==> src/hw/rtl/hpq_pkg.sv <==
// Shared types, codes and defaults for the binary heap priority queue.
// Used by the controller, the datapath and the top level; no dependencies.
`timescale 1ns / 1ps

package hpq_pkg;

  localparam int CAPACITY_DEF   = 64;
  localparam int KEY_WIDTH_DEF  = 16;
  localparam int DATA_WIDTH_DEF = 16;

  localparam int APB_DATA_W = 32;
  localparam int APB_ADDR_W = 3;
  // register index sits at paddr[2]; byte lanes below it are ignored
  localparam logic REG_ORDER_MODE = 1'b0;

  typedef enum logic [1:0] {
    KIND_INSERT = 2'd0,
    KIND_REMOVE = 2'd1,
    KIND_CLEAR  = 2'd2
  } kind_e;

  typedef enum logic [1:0] {
    STATUS_DONE  = 2'd0,
    STATUS_FULL  = 2'd1,
    STATUS_EMPTY = 2'd2
  } status_e;

  typedef enum logic [2:0] {
    RD_ROOT   = 3'd0,
    RD_LAST   = 3'd1,
    RD_PARENT = 3'd2,
    RD_LEFT   = 3'd3,
    RD_RIGHT  = 3'd4
  } rd_sel_e;

  typedef enum logic [1:0] {
    WR_MOVE  = 2'd0,
    WR_CAND  = 2'd1,
    WR_RDATA = 2'd2
  } wr_sel_e;

  typedef enum logic [3:0] {
    ST_IDLE     = 4'd0,
    ST_UP_CHECK = 4'd1,
    ST_UP_WAIT  = 4'd2,
    ST_RM_ROOT  = 4'd3,
    ST_RM_LAST  = 4'd4,
    ST_RM_CHECK = 4'd5,
    ST_RM_LEFT  = 4'd6,
    ST_RM_RIGHT = 4'd7,
    ST_RM_CMP   = 4'd8,
    ST_DONE     = 4'd9
  } state_e;

  typedef struct packed {
    logic    take_in;
    logic    clr_res;
    logic    ins_start;
    logic    rm_start;
    logic    clear_cnt;
    logic    cap_root;
    logic    cap_last;
    logic    cap_left;
    logic    cap_right;
    logic    hole_up;
    logic    hole_down;
    logic    rd_en;
    rd_sel_e rd_sel;
    logic    wr_en;
    wr_sel_e wr_sel;
    logic    load_out;
    status_e status;
  } hpq_cmd_t;

  typedef struct packed {
    logic hole_zero;
    logic full;
    logic empty;
    logic left_ok;
    logic right_ok;
    logic up_prec;
    logic down_prec;
    logic out_free;
  } hpq_sts_t;

endpackage

==> src/hw/rtl/hpq_in_if.sv <==
// Input channel of the heap queue: valid/ready handshake with one operation item.
// Standalone; widths come from the instantiating level.
`timescale 1ns / 1ps

interface hpq_in_if #(
  parameter int KW = 16,
  parameter int DW = 16
) ();
  logic          valid;
  logic          ready;
  logic [1:0]    kind;
  logic [KW-1:0] key;
  logic [DW-1:0] payload;

  modport source (output valid, output kind, output key, output payload, input ready);
  modport sink   (input valid, input kind, input key, input payload, output ready);
endinterface

==> src/hw/rtl/hpq_out_if.sv <==
// Result channel of the heap queue: valid/ready handshake with one result item.
// Standalone; widths come from the instantiating level.
`timescale 1ns / 1ps

interface hpq_out_if #(
  parameter int KW = 16,
  parameter int DW = 16,
  parameter int CW = 7
) ();
  logic          valid;
  logic          ready;
  logic [1:0]    status;
  logic [KW-1:0] out_key;
  logic [DW-1:0] out_payload;
  logic [CW-1:0] entry_count;
  logic          is_empty;
  logic          is_full;

  modport source (output valid, output status, output out_key, output out_payload,
                  output entry_count, output is_empty, output is_full, input ready);
  modport sink   (input valid, input status, input out_key, input out_payload,
                  input entry_count, input is_empty, input is_full, output ready);
endinterface

==> src/hw/rtl/binary_heap_priority_queue.sv <==
// Binary heap priority queue: max- or min-heap of CAPACITY key/payload entries.
// Insert sifts the new entry up and remove sifts the last entry down from the root,
// one level per step; clear and refused items go straight to the result.
// One item in flight; the next is taken the cycle after its result is registered.
// The single-read-port heap RAM sets the per-level cost. Reset empties the heap
// at once (fill count to zero, max-heap order); RAM contents are not cleared.
`timescale 1ns / 1ps

module binary_heap_priority_queue #(
  parameter int CAPACITY   = hpq_pkg::CAPACITY_DEF,
  parameter int KEY_WIDTH  = hpq_pkg::KEY_WIDTH_DEF,
  parameter int DATA_WIDTH = hpq_pkg::DATA_WIDTH_DEF
) (
  input  logic                               clk_i,
  input  logic                               rst_ni,
  input  logic                               psel,
  input  logic                               penable,
  input  logic                               pwrite,
  input  logic [hpq_pkg::APB_ADDR_W-1:0]     paddr,
  input  logic [hpq_pkg::APB_DATA_W-1:0]     pwdata,
  output logic [hpq_pkg::APB_DATA_W-1:0]     prdata,
  output logic                               pready,
  hpq_in_if.sink                             in_i,
  hpq_out_if.source                          out_o
);

  localparam int CNTW = $clog2(CAPACITY + 1);

  logic              order_mode_q, order_mode_d;
  logic              reg_hit;
  hpq_pkg::hpq_cmd_t cmd;
  hpq_pkg::hpq_sts_t sts;
  logic [CNTW-1:0]   entry_count;

  assign reg_hit = (paddr[2] == hpq_pkg::REG_ORDER_MODE);

  always_comb begin
    order_mode_d = order_mode_q;
    if (psel && penable && pwrite && reg_hit) begin
      order_mode_d = pwdata[0];
    end
  end

  always_ff @(posedge clk_i or negedge rst_ni) begin
    if (!rst_ni) begin
      order_mode_q <= 1'b0;
    end else begin
      order_mode_q <= order_mode_d;
    end
  end

  assign pready = 1'b1;
  assign prdata = reg_hit ? hpq_pkg::APB_DATA_W'(order_mode_q) : '0;

  hpq_ctrl u_ctrl (
    .clk_i      (clk_i),
    .rst_ni     (rst_ni),
    .in_valid_i (in_i.valid),
    .kind_i     (in_i.kind),
    .in_ready_o (in_i.ready),
    .sts_i      (sts),
    .cmd_o      (cmd)
  );

  hpq_dp #(
    .CAPACITY   (CAPACITY),
    .KEY_WIDTH  (KEY_WIDTH),
    .DATA_WIDTH (DATA_WIDTH)
  ) u_dp (
    .clk_i         (clk_i),
    .rst_ni        (rst_ni),
    .order_mode_i  (order_mode_q),
    .key_i         (in_i.key),
    .payload_i     (in_i.payload),
    .cmd_i         (cmd),
    .sts_o         (sts),
    .out_ready_i   (out_o.ready),
    .out_valid_o   (out_o.valid),
    .status_o      (out_o.status),
    .out_key_o     (out_o.out_key),
    .out_payload_o (out_o.out_payload),
    .entry_count_o (entry_count),
    .is_empty_o    (out_o.is_empty),
    .is_full_o     (out_o.is_full)
  );

  assign out_o.entry_count = entry_count;

endmodule

==> src/hw/rtl/hpq_ram.sv <==
// Generic single-write, single-read RAM with registered read data.
// No dependencies.
`timescale 1ns / 1ps

module hpq_ram #(
  parameter int WIDTH = 32,
  parameter int DEPTH = 64
) (
  input  logic                     clk_i,
  input  logic                     we_i,
  input  logic [$clog2(DEPTH)-1:0] waddr_i,
  input  logic [WIDTH-1:0]         wdata_i,
  input  logic                     re_i,
  input  logic [$clog2(DEPTH)-1:0] raddr_i,
  output logic [WIDTH-1:0]         rdata_o
);

  logic [WIDTH-1:0] mem_q [DEPTH];
  logic [WIDTH-1:0] rdata_q;

  always_ff @(posedge clk_i) begin
    if (we_i) begin
      mem_q[waddr_i] <= wdata_i;
    end
    if (re_i) begin
      rdata_q <= mem_q[raddr_i];
    end
  end

  assign rdata_o = rdata_q;

endmodule

==> src/hw/rtl/hpq_dp.sv <==
// Heap queue datapath: fill count, hole and moving-entry registers, heap RAM,
// result register. Depends on hpq_pkg and hpq_ram; driven by hpq_ctrl commands.
`timescale 1ns / 1ps

module hpq_dp #(
  parameter int CAPACITY   = hpq_pkg::CAPACITY_DEF,
  parameter int KEY_WIDTH  = hpq_pkg::KEY_WIDTH_DEF,
  parameter int DATA_WIDTH = hpq_pkg::DATA_WIDTH_DEF,
  localparam int CNTW      = $clog2(CAPACITY + 1)
) (
  input  logic                  clk_i,
  input  logic                  rst_ni,
  input  logic                  order_mode_i,
  input  logic [KEY_WIDTH-1:0]  key_i,
  input  logic [DATA_WIDTH-1:0] payload_i,
  input  hpq_pkg::hpq_cmd_t     cmd_i,
  output hpq_pkg::hpq_sts_t     sts_o,
  input  logic                  out_ready_i,
  output logic                  out_valid_o,
  output logic [1:0]            status_o,
  output logic [KEY_WIDTH-1:0]  out_key_o,
  output logic [DATA_WIDTH-1:0] out_payload_o,
  output logic [CNTW-1:0]       entry_count_o,
  output logic                  is_empty_o,
  output logic                  is_full_o
);

  localparam int AW  = $clog2(CAPACITY);
  localparam int EW  = KEY_WIDTH + DATA_WIDTH;
  localparam int CIW = AW + 2;

  logic [CNTW-1:0] count_q, count_d;
  logic [AW-1:0]   hole_q, hole_d;
  logic [EW-1:0]   mk_q, mk_d;
  logic [EW-1:0]   cand_q, cand_d;
  logic [AW-1:0]   cidx_q, cidx_d;
  logic [EW-1:0]   res_q, res_d;

  logic                  out_valid_q;
  hpq_pkg::status_e      ostatus_q;
  logic [EW-1:0]         ores_q;
  logic [CNTW-1:0]       ocnt_q;
  logic                  oempty_q;
  logic                  ofull_q;

  logic [EW-1:0]        rdata;
  logic [KEY_WIDTH-1:0] rkey;
  logic [KEY_WIDTH-1:0] mkey;
  logic [KEY_WIDTH-1:0] ckey;
  logic [AW-1:0]        hole_m1;
  logic [AW-1:0]        parent;
  logic [CIW-1:0]       left;
  logic [CIW-1:0]       right;
  logic [CIW-1:0]       count_ext;
  logic [AW-1:0]        raddr;
  logic [EW-1:0]        wdata;
  logic                 out_free;

  // true when b belongs nearer the root than a
  function automatic logic precedes(input logic [KEY_WIDTH-1:0] a,
                                    input logic [KEY_WIDTH-1:0] b,
                                    input logic                 mode);
    precedes = mode ? (a > b) : (a < b);
  endfunction

  assign rkey      = rdata[EW-1:DATA_WIDTH];
  assign mkey      = mk_q[EW-1:DATA_WIDTH];
  assign ckey      = cand_q[EW-1:DATA_WIDTH];
  assign hole_m1   = hole_q - AW'(1);
  assign parent    = hole_m1 >> 1;
  assign left      = {1'b0, hole_q, 1'b1};
  assign right     = left + CIW'(1);
  assign count_ext = CIW'(count_q);
  assign out_free  = !out_valid_q || out_ready_i;

  always_comb begin
    case (cmd_i.rd_sel)
      hpq_pkg::RD_ROOT:   raddr = '0;
      hpq_pkg::RD_LAST:   raddr = count_q[AW-1:0];
      hpq_pkg::RD_PARENT: raddr = parent;
      hpq_pkg::RD_LEFT:   raddr = left[AW-1:0];
      hpq_pkg::RD_RIGHT:  raddr = right[AW-1:0];
      default:            raddr = '0;
    endcase
  end

  always_comb begin
    case (cmd_i.wr_sel)
      hpq_pkg::WR_MOVE:  wdata = mk_q;
      hpq_pkg::WR_CAND:  wdata = cand_q;
      hpq_pkg::WR_RDATA: wdata = rdata;
      default:           wdata = mk_q;
    endcase
  end

  hpq_ram #(
    .WIDTH (EW),
    .DEPTH (CAPACITY)
  ) u_ram (
    .clk_i   (clk_i),
    .we_i    (cmd_i.wr_en),
    .waddr_i (hole_q),
    .wdata_i (wdata),
    .re_i    (cmd_i.rd_en),
    .raddr_i (raddr),
    .rdata_o (rdata)
  );

  always_comb begin
    count_d = count_q;
    hole_d  = hole_q;
    mk_d    = mk_q;
    cand_d  = cand_q;
    cidx_d  = cidx_q;
    res_d   = res_q;
    if (cmd_i.take_in) begin
      mk_d = {key_i, payload_i};
    end
    if (cmd_i.clr_res) begin
      res_d = '0;
    end
    if (cmd_i.ins_start) begin
      hole_d  = count_q[AW-1:0];
      count_d = count_q + CNTW'(1);
    end
    if (cmd_i.rm_start) begin
      count_d = count_q - CNTW'(1);
    end
    if (cmd_i.clear_cnt) begin
      count_d = '0;
    end
    if (cmd_i.cap_root) begin
      res_d = rdata;
    end
    if (cmd_i.cap_last) begin
      mk_d   = rdata;
      hole_d = '0;
    end
    if (cmd_i.cap_left) begin
      cand_d = rdata;
      cidx_d = left[AW-1:0];
    end
    // take the right child only when it strictly precedes the left one
    if (cmd_i.cap_right && precedes(ckey, rkey, order_mode_i)) begin
      cand_d = rdata;
      cidx_d = right[AW-1:0];
    end
    if (cmd_i.hole_up) begin
      hole_d = parent;
    end
    if (cmd_i.hole_down) begin
      hole_d = cidx_q;
    end
  end

  always_ff @(posedge clk_i or negedge rst_ni) begin
    if (!rst_ni) begin
      count_q     <= '0;
      out_valid_q <= 1'b0;
    end else begin
      count_q <= count_d;
      if (cmd_i.load_out) begin
        out_valid_q <= 1'b1;
      end else if (out_ready_i) begin
        out_valid_q <= 1'b0;
      end
    end
  end

  always_ff @(posedge clk_i) begin
    hole_q <= hole_d;
    mk_q   <= mk_d;
    cand_q <= cand_d;
    cidx_q <= cidx_d;
    res_q  <= res_d;
    if (cmd_i.load_out) begin
      ostatus_q <= cmd_i.status;
      ores_q    <= res_q;
      ocnt_q    <= count_q;
      oempty_q  <= (count_q == '0);
      ofull_q   <= (count_q == CNTW'(CAPACITY));
    end
  end

  assign sts_o.hole_zero = (hole_q == '0);
  assign sts_o.full      = (count_q == CNTW'(CAPACITY));
  assign sts_o.empty     = (count_q == '0);
  assign sts_o.left_ok   = (left < count_ext);
  assign sts_o.right_ok  = (right < count_ext);
  assign sts_o.up_prec   = precedes(rkey, mkey, order_mode_i);
  assign sts_o.down_prec = precedes(mkey, ckey, order_mode_i);
  assign sts_o.out_free  = out_free;

  assign out_valid_o   = out_valid_q;
  assign status_o      = ostatus_q;
  assign out_key_o     = ores_q[EW-1:DATA_WIDTH];
  assign out_payload_o = ores_q[DATA_WIDTH-1:0];
  assign entry_count_o = ocnt_q;
  assign is_empty_o    = oempty_q;
  assign is_full_o     = ofull_q;

`ifndef SYNTH
  a_count_range: assert property (@(posedge clk_i) disable iff (!rst_ni)
    count_q <= CNTW'(CAPACITY))
    else $error("fill count above capacity");

  a_write_occupied: assert property (@(posedge clk_i) disable iff (!rst_ni)
    cmd_i.wr_en |-> (CNTW'(hole_q) < count_q || count_q == '0))
    else $error("heap write outside occupied slots");

  a_load_free: assert property (@(posedge clk_i) disable iff (!rst_ni)
    cmd_i.load_out |-> out_free)
    else $error("result loaded over an untaken item");

  a_insert_count: assert property (@(posedge clk_i) disable iff (!rst_ni)
    cmd_i.ins_start |=> count_q == $past(count_q) + CNTW'(1))
    else $error("insert did not advance the fill count");
`endif

endmodule

==> src/hw/rtl/hpq_ctrl.sv <==
// Heap queue controller: state machine that sequences sift-up and sift-down
// steps over the datapath. Depends on hpq_pkg.
`timescale 1ns / 1ps

module hpq_ctrl (
  input  logic              clk_i,
  input  logic              rst_ni,
  input  logic              in_valid_i,
  input  logic [1:0]        kind_i,
  output logic              in_ready_o,
  input  hpq_pkg::hpq_sts_t sts_i,
  output hpq_pkg::hpq_cmd_t cmd_o
);

  hpq_pkg::state_e  state_q, state_d;
  hpq_pkg::status_e status_q, status_d;

  always_ff @(posedge clk_i or negedge rst_ni) begin
    if (!rst_ni) begin
      state_q  <= hpq_pkg::ST_IDLE;
      status_q <= hpq_pkg::STATUS_DONE;
    end else begin
      state_q  <= state_d;
      status_q <= status_d;
    end
  end

  always_comb begin
    state_d     = state_q;
    status_d    = status_q;
    in_ready_o  = 1'b0;
    cmd_o       = '0;
    cmd_o.rd_sel = hpq_pkg::RD_ROOT;
    cmd_o.wr_sel = hpq_pkg::WR_MOVE;
    cmd_o.status = status_q;
    case (state_q)
      hpq_pkg::ST_IDLE: begin
        in_ready_o = 1'b1;
        if (in_valid_i) begin
          cmd_o.take_in = 1'b1;
          cmd_o.clr_res = 1'b1;
          status_d      = hpq_pkg::STATUS_DONE;
          state_d       = hpq_pkg::ST_DONE;
          case (hpq_pkg::kind_e'(kind_i))
            hpq_pkg::KIND_INSERT: begin
              if (sts_i.full) begin
                status_d = hpq_pkg::STATUS_FULL;
              end else begin
                cmd_o.ins_start = 1'b1;
                state_d         = hpq_pkg::ST_UP_CHECK;
              end
            end
            hpq_pkg::KIND_REMOVE: begin
              if (sts_i.empty) begin
                status_d = hpq_pkg::STATUS_EMPTY;
              end else begin
                cmd_o.rm_start = 1'b1;
                cmd_o.rd_en    = 1'b1;
                cmd_o.rd_sel   = hpq_pkg::RD_ROOT;
                state_d        = hpq_pkg::ST_RM_ROOT;
              end
            end
            hpq_pkg::KIND_CLEAR: begin
              cmd_o.clear_cnt = 1'b1;
            end
            default: begin
              // unused operation: report count only
            end
          endcase
        end
      end
      hpq_pkg::ST_UP_CHECK: begin
        if (sts_i.hole_zero) begin
          cmd_o.wr_en = 1'b1;
          state_d     = hpq_pkg::ST_DONE;
        end else begin
          cmd_o.rd_en  = 1'b1;
          cmd_o.rd_sel = hpq_pkg::RD_PARENT;
          state_d      = hpq_pkg::ST_UP_WAIT;
        end
      end
      hpq_pkg::ST_UP_WAIT: begin
        cmd_o.wr_en = 1'b1;
        if (sts_i.up_prec) begin
          // move the parent down into the hole and climb
          cmd_o.wr_sel  = hpq_pkg::WR_RDATA;
          cmd_o.hole_up = 1'b1;
          state_d       = hpq_pkg::ST_UP_CHECK;
        end else begin
          state_d = hpq_pkg::ST_DONE;
        end
      end
      hpq_pkg::ST_RM_ROOT: begin
        cmd_o.cap_root = 1'b1;
        cmd_o.rd_en    = 1'b1;
        cmd_o.rd_sel   = hpq_pkg::RD_LAST;
        state_d        = hpq_pkg::ST_RM_LAST;
      end
      hpq_pkg::ST_RM_LAST: begin
        cmd_o.cap_last = 1'b1;
        state_d        = hpq_pkg::ST_RM_CHECK;
      end
      hpq_pkg::ST_RM_CHECK: begin
        if (sts_i.left_ok) begin
          cmd_o.rd_en  = 1'b1;
          cmd_o.rd_sel = hpq_pkg::RD_LEFT;
          state_d      = hpq_pkg::ST_RM_LEFT;
        end else begin
          cmd_o.wr_en = 1'b1;
          state_d     = hpq_pkg::ST_DONE;
        end
      end
      hpq_pkg::ST_RM_LEFT: begin
        cmd_o.cap_left = 1'b1;
        if (sts_i.right_ok) begin
          cmd_o.rd_en  = 1'b1;
          cmd_o.rd_sel = hpq_pkg::RD_RIGHT;
          state_d      = hpq_pkg::ST_RM_RIGHT;
        end else begin
          state_d = hpq_pkg::ST_RM_CMP;
        end
      end
      hpq_pkg::ST_RM_RIGHT: begin
        cmd_o.cap_right = 1'b1;
        state_d         = hpq_pkg::ST_RM_CMP;
      end
      hpq_pkg::ST_RM_CMP: begin
        cmd_o.wr_en = 1'b1;
        if (sts_i.down_prec) begin
          // pull the chosen child up into the hole and descend
          cmd_o.wr_sel    = hpq_pkg::WR_CAND;
          cmd_o.hole_down = 1'b1;
          state_d         = hpq_pkg::ST_RM_CHECK;
        end else begin
          state_d = hpq_pkg::ST_DONE;
        end
      end
      hpq_pkg::ST_DONE: begin
        if (sts_i.out_free) begin
          cmd_o.load_out = 1'b1;
          state_d        = hpq_pkg::ST_IDLE;
        end
      end
      default: begin
        state_d = hpq_pkg::ST_IDLE;
      end
    endcase
  end

`ifndef SYNTH
  a_accept_busy: assert property (@(posedge clk_i) disable iff (!rst_ni)
    (in_valid_i && in_ready_o) |=> !in_ready_o)
    else $error("second item taken while one is in flight");

  a_single_access: assert property (@(posedge clk_i) disable iff (!rst_ni)
    cmd_o.load_out |-> !(cmd_o.wr_en || cmd_o.rd_en))
    else $error("heap access in the result cycle");

  a_write_move_done: assert property (@(posedge clk_i) disable iff (!rst_ni)
    (cmd_o.wr_en && cmd_o.wr_sel == hpq_pkg::WR_MOVE) |=> state_q == hpq_pkg::ST_DONE)
    else $error("moving entry placed before the sift finished");
`endif

endmodule
==> src/flat_wrapper.sv <==
// flat-port wrapper written by rule: the top's interface ports become plain ports
module binary_heap_priority_queue_flat 
#(
  parameter int CAPACITY   = hpq_pkg::CAPACITY_DEF,
  parameter int KEY_WIDTH  = hpq_pkg::KEY_WIDTH_DEF,
  parameter int DATA_WIDTH = hpq_pkg::DATA_WIDTH_DEF
)
  (clk_i, rst_ni, psel, penable, pwrite, paddr, pwdata, prdata, pready, in_i_valid, in_i_kind, in_i_key, in_i_payload, in_i_ready, out_o_valid, out_o_status, out_o_out_key, out_o_out_payload, out_o_entry_count, out_o_is_empty, out_o_is_full, out_o_ready);
  hpq_in_if in_i_i ();
  hpq_out_if out_o_i ();
  input  logic clk_i;
  input  logic rst_ni;
  input  logic psel;
  input  logic penable;
  input  logic pwrite;
  input  logic [hpq_pkg::APB_ADDR_W-1:0] paddr;
  input  logic [hpq_pkg::APB_DATA_W-1:0] pwdata;
  output logic [hpq_pkg::APB_DATA_W-1:0] prdata;
  output logic pready;
  input wire logic [$bits(in_i_i.valid)-1:0] in_i_valid;
  input wire logic [$bits(in_i_i.kind)-1:0] in_i_kind;
  input wire logic [$bits(in_i_i.key)-1:0] in_i_key;
  input wire logic [$bits(in_i_i.payload)-1:0] in_i_payload;
  output wire logic [$bits(in_i_i.ready)-1:0] in_i_ready;
  output wire logic [$bits(out_o_i.valid)-1:0] out_o_valid;
  output wire logic [$bits(out_o_i.status)-1:0] out_o_status;
  output wire logic [$bits(out_o_i.out_key)-1:0] out_o_out_key;
  output wire logic [$bits(out_o_i.out_payload)-1:0] out_o_out_payload;
  output wire logic [$bits(out_o_i.entry_count)-1:0] out_o_entry_count;
  output wire logic [$bits(out_o_i.is_empty)-1:0] out_o_is_empty;
  output wire logic [$bits(out_o_i.is_full)-1:0] out_o_is_full;
  input wire logic [$bits(out_o_i.ready)-1:0] out_o_ready;
  assign in_i_i.valid = in_i_valid;
  assign in_i_i.kind = in_i_kind;
  assign in_i_i.key = in_i_key;
  assign in_i_i.payload = in_i_payload;
  assign in_i_ready = in_i_i.ready;
  assign out_o_valid = out_o_i.valid;
  assign out_o_status = out_o_i.status;
  assign out_o_out_key = out_o_i.out_key;
  assign out_o_out_payload = out_o_i.out_payload;
  assign out_o_entry_count = out_o_i.entry_count;
  assign out_o_is_empty = out_o_i.is_empty;
  assign out_o_is_full = out_o_i.is_full;
  assign out_o_i.ready = out_o_ready;
  binary_heap_priority_queue #(.CAPACITY(CAPACITY), .KEY_WIDTH(KEY_WIDTH), .DATA_WIDTH(DATA_WIDTH)) u_core (.clk_i(clk_i), .rst_ni(rst_ni), .psel(psel), .penable(penable), .pwrite(pwrite), .paddr(paddr), .pwdata(pwdata), .prdata(prdata), .pready(pready), .in_i(in_i_i), .out_o(out_o_i));
endmodule
==> config.mk <==
export PLATFORM = sky130hd
export DESIGN_NAME = binary_heap_priority_queue_flat
export DESIGN_NICKNAME = d
export VERILOG_FILES = /design/src/hw/rtl/hpq_pkg.sv /design/src/hw/rtl/hpq_in_if.sv /design/src/hw/rtl/hpq_out_if.sv /design/src/hw/rtl/binary_heap_priority_queue.sv /design/src/hw/rtl/hpq_ram.sv /design/src/hw/rtl/hpq_dp.sv /design/src/hw/rtl/hpq_ctrl.sv /design/src/flat_wrapper.sv
export SDC_FILE = /design/constraint.sdc
export NUM_CORES = 2
export LEC_CHECK = 0
export ABC_AREA = 1
export BUFFER_PORTS_ARGS = -buffer_cell sky130_fd_sc_hd__buf_2
export CAP_MARGIN = 20
export CORE_ASPECT_RATIO = 0.7
export CORE_MARGIN = 2
export CORE_UTILIZATION = 60
export DETAILED_ROUTE_END_ITERATION = 8
export PLACE_DENSITY = 0.82
export SYNTH_ARGS = -nofsm -noshare
export SYNTH_HDL_FRONTEND = slang
export SYNTH_SLANG_ARGS = --single-unit
==> constraint.sdc <==
create_clock -name clk_i -period 7.65 [get_ports clk_i]
set_input_delay 0.3825 -clock clk_i [delete_from_list [all_inputs] [get_ports clk_i]]
set_output_delay 0.3825 -clock clk_i [all_outputs]
set_load 0.05 [all_outputs]
# Yosys cells after proc, flatten, opt, wreduce, memory -nomap -nowiden
# Memories as Yosys holds them, arrays and structs flattened. A register that Yosys moved wholly into a read port is not among the register bits.
# Cells that the tools add are included.
classes:
  n_eq_ne: 20
  magnitude_cmp: 8
  bitwise_logic: 1
  n_reduce_logical: 19
  n_addsub: 4
  muxes: 70
ops:
  columns: ["operator", "n"]
  rows:
  - ["$mux 32", 6]
  - ["$pmux 32 s2", 1]
  - ["$mux 4", 15]
  - ["$gt 16x16->1", 3]
  - ["$lt 16x16->1", 3]
  - ["$pmux 4 s10", 1]
  - ["$mux 6", 6]
  - ["$mux 1", 28]
  - ["$pmux 6 s4", 1]
  - ["$mux 7", 3]
  - ["$pmux 4 s5", 1]
  - ["$eq 4x3->1 const B", 4]
  - ["$mux 5", 2]
  - ["$add 7x1->8 const B", 1]
  - ["$eq 4x2->1 const B", 2]
  - ["$eq 4x4->1 const B", 2]
  - ["$lt 8x7->1", 1]
  - ["$pmux 2 s2", 2]
  - ["$pmux 4 s2", 1]
  - ["$reduce_bool 2->1", 4]
  - ["$add 7x1->7 const B", 1]
  - ["$eq 7x7->1 const B", 1]
  - ["$logic_not 7->1", 1]
  - ["$lt 7x7->1", 1]
  - ["22 further kinds", 31]
totals:
  in_bits: 76
  wordCells: 138
  ram_bits: 2048
  ff_bits: 166
  output_inout_bits: 78
  n_memories: 1
mem_list:
  columns: ["memory", "words", "width", "read_ports", "rd_ports_with_merged_regs", "wr", "line_no", "source"]
  rows:
  - ["u_core.u_dp.u_ram.mem_q", 64, 32, 1, 1, 1, "hpq_ram.sv:18", "logic [WIDTH-1:0] mem_q [DEPTH];"]

# Longest topological paths before layout
depth:
  word_depth: 9
  mapped_depth: 27
  ltp_nobuf: 24

# By module
# Synthesis repeated with hierarchy kept, for this count alone.
hier_totals:
  cells_unflattened: 7756
  hier_area_um2: 92334.8
by_module_without_submodules:
  columns: ["mod", "seq_area_each_um2", "cells_each", "n_inst", "area_per_inst_um2"]
  rows:
  - ["hpq_ram", 62459.9, 6769, 1, 83058.4]
  - ["hpq_dp", 4734.5, 844, 1, 8388.0]
  - ["hpq_ctrl", 150.1, 98, 1, 574.3]
  - ["binary_heap_priority_queue", 25.0, 45, 1, 314.1]

# Worst setup path after synthesis
# OpenSTA, ideal clock, no wires.
synth_path:
  kind: "reg2reg"
  startpoint: "register u_core.u_dp.u_ram.rdata_q[19] (netlist: u_core.u_dp.u_ram.rdata_o[19]) (read register of u_core.u_dp.u_ram.mem_q)"
  endpoint: "memory u_core.u_dp.u_ram.mem_q[0][16], data pin"
  t_arrival_ns: 4.999
  setup_slack_ns: 1.949
  path_stages_with_launch: 16
  path_buffers: 3
  synth_period_minus_slack_ns: 5.701
  required_time_ns: 6.948
  setup_time_ns: 0.702
  cell_sequence: "edfxtp_1 ha_1 nand2_1 o21a_1 o211ai_1 nand2_1 nand2_1 nand2_1 nand2_1 nand2_1 ha_1 clkbuf_1 inv_1 clkbuf_1 clkbuf_1 o21ai_0"
synth_via:
  elab_chain_len: 6
  elab_cells_between_ends: 8
  classes_between: "order compare (2); eq/ne (2); mux (4)"
synth_lines:
  columns: ["item", "line_no", "source"]
  rows:
  - ["start: declaration", "hpq_ram.sv:19", "logic [WIDTH-1:0] rdata_q;"]
  - ["$lt 16x16->1 / $gt 16x16->1 (equally long branches)", "hpq_dp.sv:63", "precedes = mode ? (a > b) : (a < b);"]
  - ["$mux 1 *", "hpq_dp.sv:63", null]
  - ["$mux 2 *", "hpq_ctrl.sv:84", "if (sts_i.up_prec) begin"]
  - ["$pmux 2 s2 *", "hpq_ctrl.sv:36", "case (state_q)"]
  - ["$eq 2x2->1 / $eq 2x1->1 (equally long branches)", "hpq_dp.sv:88", "case (cmd_i.wr_sel)"]
  - ["$pmux 32 s2 *", "hpq_dp.sv:88", null]
  - ["named net u_core.u_dp.u_ram.wdata_i[16]", "hpq_ram.sv:12", "input logic [WIDTH-1:0] wdata_i,"]
  - ["end: declaration", "hpq_ram.sv:18", null]
# Mark *: on every way through the listed nets, which the timed path passes. The rest lies on a longest branch.

# Worst setup path in the final report
layout_path:
  startpoint: "register u_core.u_dp.hole_q[3]"
  endpoint: "register u_core.u_dp.u_ram.rdata_q[31] (netlist: u_core.u_dp.u_ram.rdata_o[31]) (read register of u_core.u_dp.u_ram.mem_q), data pin"
layout_via:
  elab_chain_len: 6
  elab_cells_between_ends: 14
  classes_between: "add/sub (2); order compare (2); eq/ne (4); mux (5); reduce/logical (1)"
layout_lines:
  columns: ["item", "line_no", "source"]
  rows:
  - ["start: declaration", "hpq_dp.sv:33", "logic [AW-1:0] hole_q, hole_d;"]
  - ["start signal: assignment", "hpq_dp.sv:171", "hole_q <= hole_d;"]
  - ["$add 7x1->8", "hpq_dp.sv:72", "assign right = left + CIW'(1);"]
  - ["$lt 8x7->1", "hpq_dp.sv:189", "assign sts_o.right_ok = (right < count_ext);"]
  - ["$mux 4", "hpq_ctrl.sv:115", "if (sts_i.right_ok) begin"]
  - ["$pmux 4 s5", "hpq_ctrl.sv:36", null]
  - ["$eq 3x3->1, or another cell as far along", "hpq_dp.sv:77", "case (cmd_i.rd_sel)"]
  - ["$pmux 6 s4", "hpq_dp.sv:77", null]
# Parallel ways exist; a longest one is shown, timed or not.
# A chain may end at the register's enable or synchronous reset.

==> key figures <==
Status
  • Status: finished, final reports clean

Detailed routing
  • Via-to-Cell Ratio: 6.26
  • Final ANT Viol Nets: 0
  • Routed WL: 269,000 um
  • DR pass1 iterations: 6
  • 1st-iter DRT viols: 12,222
  • Drt wl/cell: 24.4 um
  • DRC viols: 0
  • Vias: 68,902

Flow run
  • Max_cap viols: 0

Place
  • Count of buffers from port buffering: 88
  • DP Cell Count: 10,604
  • Dpl hpwl: 142,000 um
  • GP Congestion: 0.966
  • DP Area: 0.0985 sq mm
  • Dpl ws: 1680 ps

Logic synthesis
  • Asr flop ratio synth: 0.668%
  • Synth Flop Type: edfxtp_1
  • Leading post-synthesis cells by cell area: edfxtp_1, nand2_1, nand3_1, buf_2, ha_1
  • Unique masters post-synth: 45
  • Syn avg cell area: 10.9 sq um
  • Yosys top cell by area: edfxtp_1
  • Mapped Area: 0.0958 sq mm
  • EDFF count, synth: 2,231
  • Register area share after synthesis: 70.4%
  • Count leader, synth: nand2_1
  • Seq cells post-synth: 2,246
  • Share of the synthesized area in the top cell type: 70.0%
  • Gate Count Post-Synth: 8,756
  • Synth warn: 0
  • Post-synth top cells: nand2_1, edfxtp_1, nand3_1

Global routing
  • Largest net degree at the start of global routing: 201
  • First-pass GRT wire length: 396,000 um
  • Busiest grt layer: met2
  • GR Util met2: 48.9%
  • Met1 usage: 43.1%
  • GR Overflow Total: 0
  • GRT Overall Usage: 32.4%
  • Met3 global-route usage: 9.66%
  • Antenna violations before repair: 7
  • Vias in the first global route: 65,692

Clock network
  • Root Buffer Master: clkbuf_16
  • Max clock buf depth: 3
  • Post_cts resized: 0
  • Clk Latency, worst-skew pair: 830 ps
  • H-tree depth: 4
  • CTS tree: built
  • CTS Buf Count: 188
  • Clock Sinks: 2,246
  • CTS clock-pin slew for the worst setup and hold paths: 70 ps

Critical path
  • Required time worst endpoint: 8300 ps
  • CP startpoint kind: register
  • Crit path DAT: 6930 ps
  • WS Path Type: register to register
  • Crit-path slowest cell: nor2_1
  • Crit-path max FO: 69
  • Setup crit end kind: register
  • CP Launch Point: u_core.u_dp.hole_q[3]$_DFFE_PP_
  • Critical-path cell list: buf_4 > clkinv_1 > nor2_1 > inv_1 > o221ai_1 > inv_1 > ha_1 > nand2_1 > nand2_1 > nor2_1 > nand3_2 > nand2_1 > nand2_8 > nand2_8 > buf_12 > buf_12 > nand2_1 > nand3_1 > nand3_1 > nand3_1 > nand3_1 > nand2_1
  • Reg-to-reg startpoint: u_core.u_dp.hole_q[3]$_DFFE_PP_
  • Cell with the most instances on the worst path: nand2_1
  • Max stage delay on crit path: 580 ps

Floorplanning
  • I/O pin total: 154
  • Starting Density: 60.5%
  • Die width: 481 um
  • Die height: 338 um
  • Core Area: 0.158 sq mm
  • Row count: 122
  • Die Area: 0.163 sq mm

STA
  • Clock skew: 27.4 ps
  • TNS Setup: 0 ps
  • Pins Over Slew Limit: 0
  • Unrepaired setup endpoints after global routing: false
  • Fin crit period: 6280 ps
  • Worst Tran Pin Value: 1110 ps
  • Post-route setup slack: 1370 ps
  • Final-report hold violation count: 0
  • Max Clk Rate: 159 MHz
  • Fin Hold WS: 317 ps
  • Max-slew headroom: 26.1%
  • Period utilization: 82.0%
  • Endpoints failing setup: 0

Hold path
  • Hold wc startpoint: out_o_ready
  • Hold Crit Class: primary input to register

Cells and area
  • Post-route cell area: 0.105 sq mm
  • Final #Nets: 8,879
  • Share of layout cells above drive strength 1: 6.95%
  • Final non-filler cell total: 11,001
  • Area Overhead vs Synth: 9.45%
  • Sequential cell area: 0.0674 sq mm
  • Fillers: 10,630
  • Final core occ: 66.2%
  • Multi-input logic area: 0.0254 sq mm

Pwr
  • Worst-case vdd ir drop: 0.451 mV
  • Pwr Total: 45.5 mW
  • Static leakage: 40.6 nW
  • Power density over cell area: 434 mW/mm^2
[logic make-up after synthesis]
kind of cell	share of synthesized area, %
xor gates and xnor gates	0.0915
AOI/OAI and AO/OA	1.18
DFF	70.4
and+or+nand+nor	23.4
adders and majority gates	0.936
buffers and inverters	4.02
other	0.00784
[flip-flops by register name (all words and copies together) (netlist names)]
register                   cells
u_core.u_ctrl.state_q          4
u_core.u_ctrl.status_q         2
u_core.u_dp.count_q            7
u_core.order_mode_q            1
u_core.u_dp.cand_q            32
u_core.u_dp.out_valid_o        1
u_core.u_dp.res_q             32
u_core.u_dp.hole_q             6
u_core.u_dp.u_ram.rdata_o     32
u_core.u_dp.entry_count_o      7
u_core.u_dp.status_o           2
u_core.u_dp.is_empty_o         1
u_core.u_dp.cidx_q             6
u_core.u_dp.ores_q            32
u_core.u_dp.mk_q              32
u_core.u_dp.u_ram.mem_q     2048
u_core.u_dp.is_full_o          1
[area by class of cell]
cell class / instances / share of cell area, %
clock buffer: 252 / 4.85
timing repair buffer: 316 / 2.59
tap: 2108 / 2.52
clock inverter: 95 / 0.733
inverter: 223 / 0.834
sequential: 2246 / 64.3
multi-input combinational: 5757 / 24.2
antenna: 4 / 0.00955
[worst max-delay path, delay by kind of cell (launching register included)]
kind                       cells  cell delay [ps]
adders and majority gates      1              300
DFF                            1              320
buffers and inverters          6             1740
and+or+nand+nor               14             3250
AOI/OAI and AO/OA              1              350
[final timing paths]
check	endpoint	slack [ps]	cells after the start
max in group asynchronous	u_core.u_ctrl.state_q[3]$_DFFE_PN0P_	5970	4
worst min-delay path	u_core.u_dp.out_valid_o$_DFFE_PN0P_	320	3
worst max-delay path	u_core.u_dp.u_ram.rdata_o[31]$_DFFE_PP_	1370	22
min in group asynchronous	u_core.u_ctrl.state_q[1]$_DFFE_PN0P_	530	3
worst max register to register	u_core.u_dp.u_ram.rdata_o[31]$_DFFE_PP_	1370	22
worst min register to register	u_core.u_dp.ores_q[8]$_DFFE_PP_	420	0
[layout by cell type, fill, tap and decap left out, types with 44 or more instances in the layout]
cell type,Yosys,layout
clkinv_1,4,44
nand2_1,3729,3729
clkbuf_1,114,57
a21oi_1,63,47
buf_2,304,88
dlygate4sd3_1,0,44
edfxtp_1,2231,2231
ha_1,70,70
nor2_1,132,96
o21ai_0,103,87
inv_1,211,208
nand3_1,1529,1529
clkbuf_16,0,194
buf_4,97,148
[routing by layer]
| metal | share of wire [%] | wire length, um |
|---|---|---|
| met1 | 34 | 91100 |
| met2 | 45 | 120000 |
| met3 | 16 | 42600 |
| met4 | 5.6 | 14900 |
| met5 | 0.0097 | 26 |
[what timing repair did]
item                      4_1_cts  5_1_grt
hold buffers                   44        0
hold endpoints to repair       54        0
setup buffers                   0        0
[power breakdown]
group          internal, mW  switching, mW  total, mW
logic                  4.58           15.0       19.6
registers              16.1          0.358       16.5
clock network          5.07           4.32       9.39
Note: power is estimated with default switching activity, not from simulation.
